### config.mk
export PLATFORM = sky130hd
export DESIGN_NAME = nocs_ring_walker
export DESIGN_NICKNAME = d
export VERILOG_FILES = /design/src/rtl/nocs_pkg.sv /design/src/rtl/nocs_ring_walker.sv
export SDC_FILE = /design/constraint.sdc
export NUM_CORES = 1
export LEC_CHECK = 0
export ABC_CLOCK_PERIOD_IN_PS = 3500
export BUFFER_PORTS_ARGS = -buffer_cell sky130_fd_sc_hd__buf_2
export CAP_MARGIN = 20
export CORE_MARGIN = 2
export CORE_UTILIZATION = 43
export CTS_BUF_LIST = sky130_fd_sc_hd__clkbuf_2 sky130_fd_sc_hd__clkbuf_4 sky130_fd_sc_hd__clkbuf_8
export DETAILED_ROUTE_END_ITERATION = 10
export PLACE_DENSITY = 0.61
export SKIP_LAST_GASP = 1
export SLEW_MARGIN = 0
export SYNTH_ARGS = -nofsm -noshare
export SYNTH_HDL_FRONTEND = slang
export SYNTH_SLANG_ARGS = --single-unit
### constraint.sdc
create_clock -name clock -period 3.5 [get_ports clock]
set_input_delay 0.175 -clock clock [delete_from_list [all_inputs] [get_ports clock]]
set_output_delay 0.175 -clock clock [all_outputs]
set_load 0.02 [all_outputs]
### src/rtl/nocs_pkg.sv
// ----------------------------------------------------------------------------
// nocs_pkg: shared types and constants
// Codes, widths and the ring walker record for the nearest occupied cell search.
// ----------------------------------------------------------------------------
`default_nettype none

package nocs_pkg;

   // coordinate width inside the store and the scan (covers 0..511)
   localparam int unsigned COORD_W    = 9;
   // signed ring offset width (covers -256..255)
   localparam int unsigned OFS_W      = 9;
   localparam int unsigned CSR_IDX_W  = 2;
   localparam int unsigned CSR_DATA_W = 9;

   // command codes of a request transaction
   typedef enum logic {
      CMD_WRITE = 1'b0,
      CMD_QUERY = 1'b1
   } cmd_type;

   // register indexes of the configuration port
   localparam logic [CSR_IDX_W-1:0] CSR_GRID_WIDTH  = 2'd0;
   localparam logic [CSR_IDX_W-1:0] CSR_GRID_HEIGHT = 2'd1;
   localparam logic [CSR_IDX_W-1:0] CSR_RADIUS_LIM  = 2'd2;

   // control states
   typedef enum logic [1:0] {
      ST_IDLE,
      ST_SCAN,
      ST_DONE
   } state_type;

   // current candidate offset from the ring walker
   typedef struct packed {
      logic signed [OFS_W-1:0] dx;
      logic signed [OFS_W-1:0] dy;
      logic                    last;
   } walk_type;

endpackage

`default_nettype wire

### src/rtl/nocs_ring_walker.sv
// ----------------------------------------------------------------------------
// nocs_ring_walker: ring scan sequencer
// Steps through square rings of growing radius, dx outer and dy inner,
// visiting only cells on the ring border. Radius zero is the source itself.
// ----------------------------------------------------------------------------
`default_nettype none

module nocs_ring_walker (
   input  wire logic               clock,
   input  wire logic               start,
   input  wire logic               step,
   input  wire logic [7:0]         radius_lim,
   output      nocs_pkg::walk_type walk
);

   logic [7:0]                        r_ff, r_in;
   logic signed [nocs_pkg::OFS_W-1:0] dx_ff, dx_in;
   logic signed [nocs_pkg::OFS_W-1:0] dy_ff, dy_in;
   logic signed [nocs_pkg::OFS_W-1:0] rs;
   logic signed [nocs_pkg::OFS_W-1:0] neg_r;
   logic signed [nocs_pkg::OFS_W-1:0] r_next;
   logic                              on_edge;

   assign rs      = $signed({1'b0, r_ff});
   assign neg_r   = -rs;
   assign r_next  = rs + 9'sd1;
   assign on_edge = (dx_ff == rs) || (dx_ff == neg_r);

   // advance to the next border cell
   always_comb begin
      r_in  = r_ff;
      dx_in = dx_ff;
      dy_in = dy_ff;
      priority if (start) begin
         r_in  = 8'd0;
         dx_in = '0;
         dy_in = '0;
      end else if (step) begin
         priority if (dy_ff != rs) begin
            // full column on an edge, otherwise jump from top to bottom
            dy_in = on_edge ? dy_ff + 9'sd1 : rs;
         end else if (dx_ff != rs) begin
            dx_in = dx_ff + 9'sd1;
            dy_in = neg_r;
         end else begin
            r_in  = r_ff + 8'd1;
            dx_in = -r_next;
            dy_in = -r_next;
         end
      end
   end

   always_ff @(posedge clock) begin
      r_ff  <= r_in;
      dx_ff <= dx_in;
      dy_ff <= dy_in;
   end

   assign walk.dx   = dx_ff;
   assign walk.dy   = dy_ff;
   assign walk.last = (dy_ff == rs) && (dx_ff == rs) && (r_ff == radius_lim);

endmodule

`default_nettype wire
Word-level counts from Yosys, hierarchy flattened

Index checks and enable logic that the tools add are counted.

Add/subtract/negate cells: 6
Reductions and logical operators: 5
Bitwise operators: 2
Equality and inequality tests: 6
Muxes and demuxes: 4

Operators with widths:

| kind                                        | count |
|---|---|
| 2-to-1 mux 9 bit                            | 4 |
| equality test 9 bit                         | 3 |
| adder 9 x 2 -> 9 bit, second input constant | 2 |
| inequality test 9 bit                       | 2 |
| adder 8 x 1 -> 9 bit, second input constant | 1 |
| negator 8 -> 9 bit                          | 1 |
| negator 9 bit                               | 1 |
| adder 8 x 1 -> 8 bit, second input constant | 1 |
| equality test 8 bit                         | 1 |
| AND reduction 3 bit                         | 1 |
| logical AND 1 bit                           | 2 |
| inverter 1 bit                              | 2 |
| AND reduction 2 bit                         | 1 |
| logical OR 1 bit                            | 1 |

Register bits after elaboration: 26
Bits of input ports: 11

Depth between registers and ports, before layout

Depth in word-level cells: 5
Gate-level depth with buffers: 10
Mapped depth without buffers: 8

Least setup slack after synthesis

No wires, ideal clock.

Path kind: register to register
From: register r_ff[0]
To: register dy_ff[0] (netlist bit)
Period minus slack after synthesis: 2643 ps
Stages on the path, launching flop included: 11
Setup slack: 857 ps
Data arrival time: 2568 ps
Path through: dfxtp_1 > buf_6 > inv_1 > ha_1 > or3b_1 > nor4_4 > o211ai_2 > or4_1 > buf_2 > or3_1 > a31oi_1

Cells in the longest elaborated chain, start to end: 5
Elaborated cells between the ends (all ways): 11
Those cells by class: add/sub: 3; eq/ne: 4; mux: 3; reduce/logical: 1

RTL lines:

| what                                                         | RTL line               | source |
|---|---|---|
| start: declaration                                           | nocs_ring_walker.sv:16 | `logic [7:0] r_ff, r_in;` |
| start signal: assignment                                     | nocs_ring_walker.sv:54 | `r_ff <= r_in;` |
| branches (longest 4 deep; another with adder 8 x 1 -> 9 bit) | -                      |  |
| 2-to-1 mux 9 bit (*)                                         | nocs_ring_walker.sv:39 | `priority if (dy_ff != rs) begin` |
| end signal: assignment                                       | nocs_ring_walker.sv:56 | `dy_ff <= dy_in;` |
| end: declaration                                             | nocs_ring_walker.sv:18 | `logic signed [nocs_pkg::OFS_W-1:0] dy_ff, dy_in;` |

Mark *: on every way between the ends.
A chain may end at the register's enable or synchronous reset.

Worst setup path after layout

Ends and elaborated chain as after synthesis.

==> impl_metrics.toml <==
[finish]
nets = 332
num_antenna_cells = 0
fillCellCount = 540
syn_to_final_growth_pct = 8.88
drive_gt1_share_pct = 18.7
stdcell_count = 386

[power]
power_density_nw_per_um2 = 999
finalPower_mw = 2.51
irDropWorstVdd_mv = 0.595
leakage_nw = 1.05

[floorplanning]
coreArea_um2 = 5140
die_w_um = 77.3
dieArea_um2 = 5980
rows = 26
io_pins = 30
fp.dieH_um = 77.3
initial_core_util_pct = 45.0

[sta]
fmax_mhz = 332
rsz0062_at_grt = "false"
fin_ws_ns = 0.485
period_needed_ns = 3.02
setup_viol = 0
tightest_slew_ns = 0.643
finalCritPeriodShare_pct = 86.2
tns_ns = 0
final-hold-violation-count = 0
maxSlewViolCount = 0
slew_headroom_pct = 57.0
fin_skew_ns = 0.0103

[drt]
dr.pass1.iters = 4
wire_per_inst_um = 16.7
drt_drc_violations_left = 0
drt-total-wl_mm = 6.46
drt.antenna.violating_nets = 0
vias = 2274
vias_per_cell = 5.89
dr.first_iter.drc_count = 172

[place]
dp.cells = 382
place_ws_ns = 0.580
port-buffer-count = 29
place_congestion = 0.861
dp_hpwl_mm = 4.56

[global_route]
grt_use_total_pct = 22.4
grt_antenna_before_repair = 0
use_met3_pct = 3.53
grt_util_met1_pct = 33.8
grt_max_degree = 27
grt_pass1_vias = 2063
use_met2_pct = 32.6
top_usage_layer = "met1"
overflow = 0
grt_pass1_wl_mm = 10.7

[yosys]
yosysTopAreaCell = "dfxtp_1"
synth_common_cells = "nor2_1 (28), dfxtp_1 (26), xnor2_1 (23), o21ai_0 (21), xor2_1 (19)"
synth_area_leaders = "dfxtp_1 (23%), xnor2_1 (8.7%), xor2_1 (7.2%)"
syn_area_um2 = 2310
syn_nets = 312
yosys_warnings = 0
synth_edf_count = 0
ys_types = 55
async_reset_ff_share_pct = 0
synthFlopType = "dfxtp_1"
yosysSeqAreaShare_pct = 22.5
synth_area_per_cell_um2 = 7.78
synth_seq_cells = 26
synth_cells = 297
synth.most_common_cell = "nor2_1"
synth.top_cell.area_share_pct = 22.5

[worst_setup_path]
crit_type = "reg -> reg"
reg2reg_slack_ns = 0.48
critPathMaxFanout = 10
path_cells = "inv_1, ha_1, or3b_1, o21ai_0, nand4b_1, or4_1, or3_1, a31oi_1"
max_stage_delay_ns = 0.65
startpoint_type = "flip-flop"
path_buf_inv = 1
crit_arrival_ns = 3.22
endpoint_kind = "flip-flop"
cp_slowest_cell = "or4_1"
crit_required_ns = 3.71
crit_family = "simple AND/OR/NAND/NOR gates"

[clock_network]
cts-root-buf = "clkbuf_8"
clk_pin_slew_worst_paths_ns = 0.11
cts_setup_buffers = 0
cts_buffers = 3
holdBufCountCts = 0
clk_latency_ns = 0.28
htreeDepth = 1
cts.sinks = 26
clockBufferDepth = 2
ctsResizeCount = 0
cts_tree = "done"

[outcome]
status = "finished clean"

[run]
maxCapViolCount = 0

[hold_path]
hold_class = "in -> reg"
[per-stage QoR]
| stage | hold slack (ns) | util (%) | area, um^2 |
|---|---|---|---|
| floorplan | 0.337 | - | 2310 |
| finish | 0.320 | 49.0 | 2520 |
| CTS | 0.316 | 49.0 | 2520 |
| detailed placement | 0.539 | 47.9 | 2460 |
| global placement | 0.535 | 47.9 | 2460 |
| global route | 0.355 | 49.0 | 2520 |
[flip-flops by register name, summed over array words and instances, names as in the netlist]
signal  cells
dx_ff       9
dy_ff       9
r_ff        8
[per-layer routing]
metal  vias up  wire (um)
met4         0         79
met3         9        367
met2        73       2780
met5         -          0
li1       1119          -
met1      1073       3230
[placed cells by master (no fill, tap or decap), types with 3 or more instances in the layout]
cell type,Yosys,layout
nand3_1,10,10
nor3_1,15,14
nor2_1,28,28
or4_1,5,5
clkbuf_8,1,4
ha_1,4,4
nand2_1,18,18
a31oi_1,3,3
buf_2,3,29
xor2_1,19,19
nand4_1,6,6
nor4_1,8,8
inv_1,5,5
and3_1,7,7
or3_1,5,5
nor3b_1,5,5
xnor2_1,23,23
a211oi_1,5,5
buf_4,2,10
a21oi_1,17,17
dfxtp_1,26,26
o31ai_1,6,6
o21ai_0,21,21
[path summary, 6_finish.rpt]
| check | startpoint | endpoint | depth (start not counted) |
|---|---|---|---|
| min reg2reg | dx_ff[4] | dx_ff[4] | 2 |
| min | start | dx_ff[0] | 2 |
| max | r_ff[0] | dy_ff[0] | 8 |
| max reg2reg | r_ff[0] | dy_ff[0] | 8 |
[layout make-up]
| type | instances | area (um^2) | share of cell area, % |
|---|---|---|---|
| Sequential cell | 26 | 520 | 20.7 |
| Tap cell | 70 | 87.6 | 3.48 |
| Inverter | 5 | 18.8 | 0.746 |
| Multi-Input combinational cell | 242 | 1610 | 64.1 |
| Clock buffer | 4 | 55.1 | 2.19 |
| Timing Repair Buffer | 39 | 220 | 8.75 |
[power by group]
part | switching, mW | leakage, nW | internal, mW
Sequential | 0.155 | 0.212 | 0.373
Combinational | 1.11 | 0.810 | 0.668
Clock | 0.109 | 0.0288 | 0.101
Total | 1.37 | 1.05 | 1.14
[cells by family (layout without fill, tap and decap cells)]
kind of cell,after synthesis,after routing,share of synthesized area [%]
adder cells (fa/ha/maj),4,4,2.17
XOR/XNOR,44,44,17.3
buffers and inverters,29,48,7.85
multiplexers,2,2,0.866
flip-flops,26,26,22.5
AND/OR/NAND/NOR,125,125,30.7
AO/OA/AOI/OAI,67,67,18.6
No activity file was read; power rests on OpenSTA's default activity.
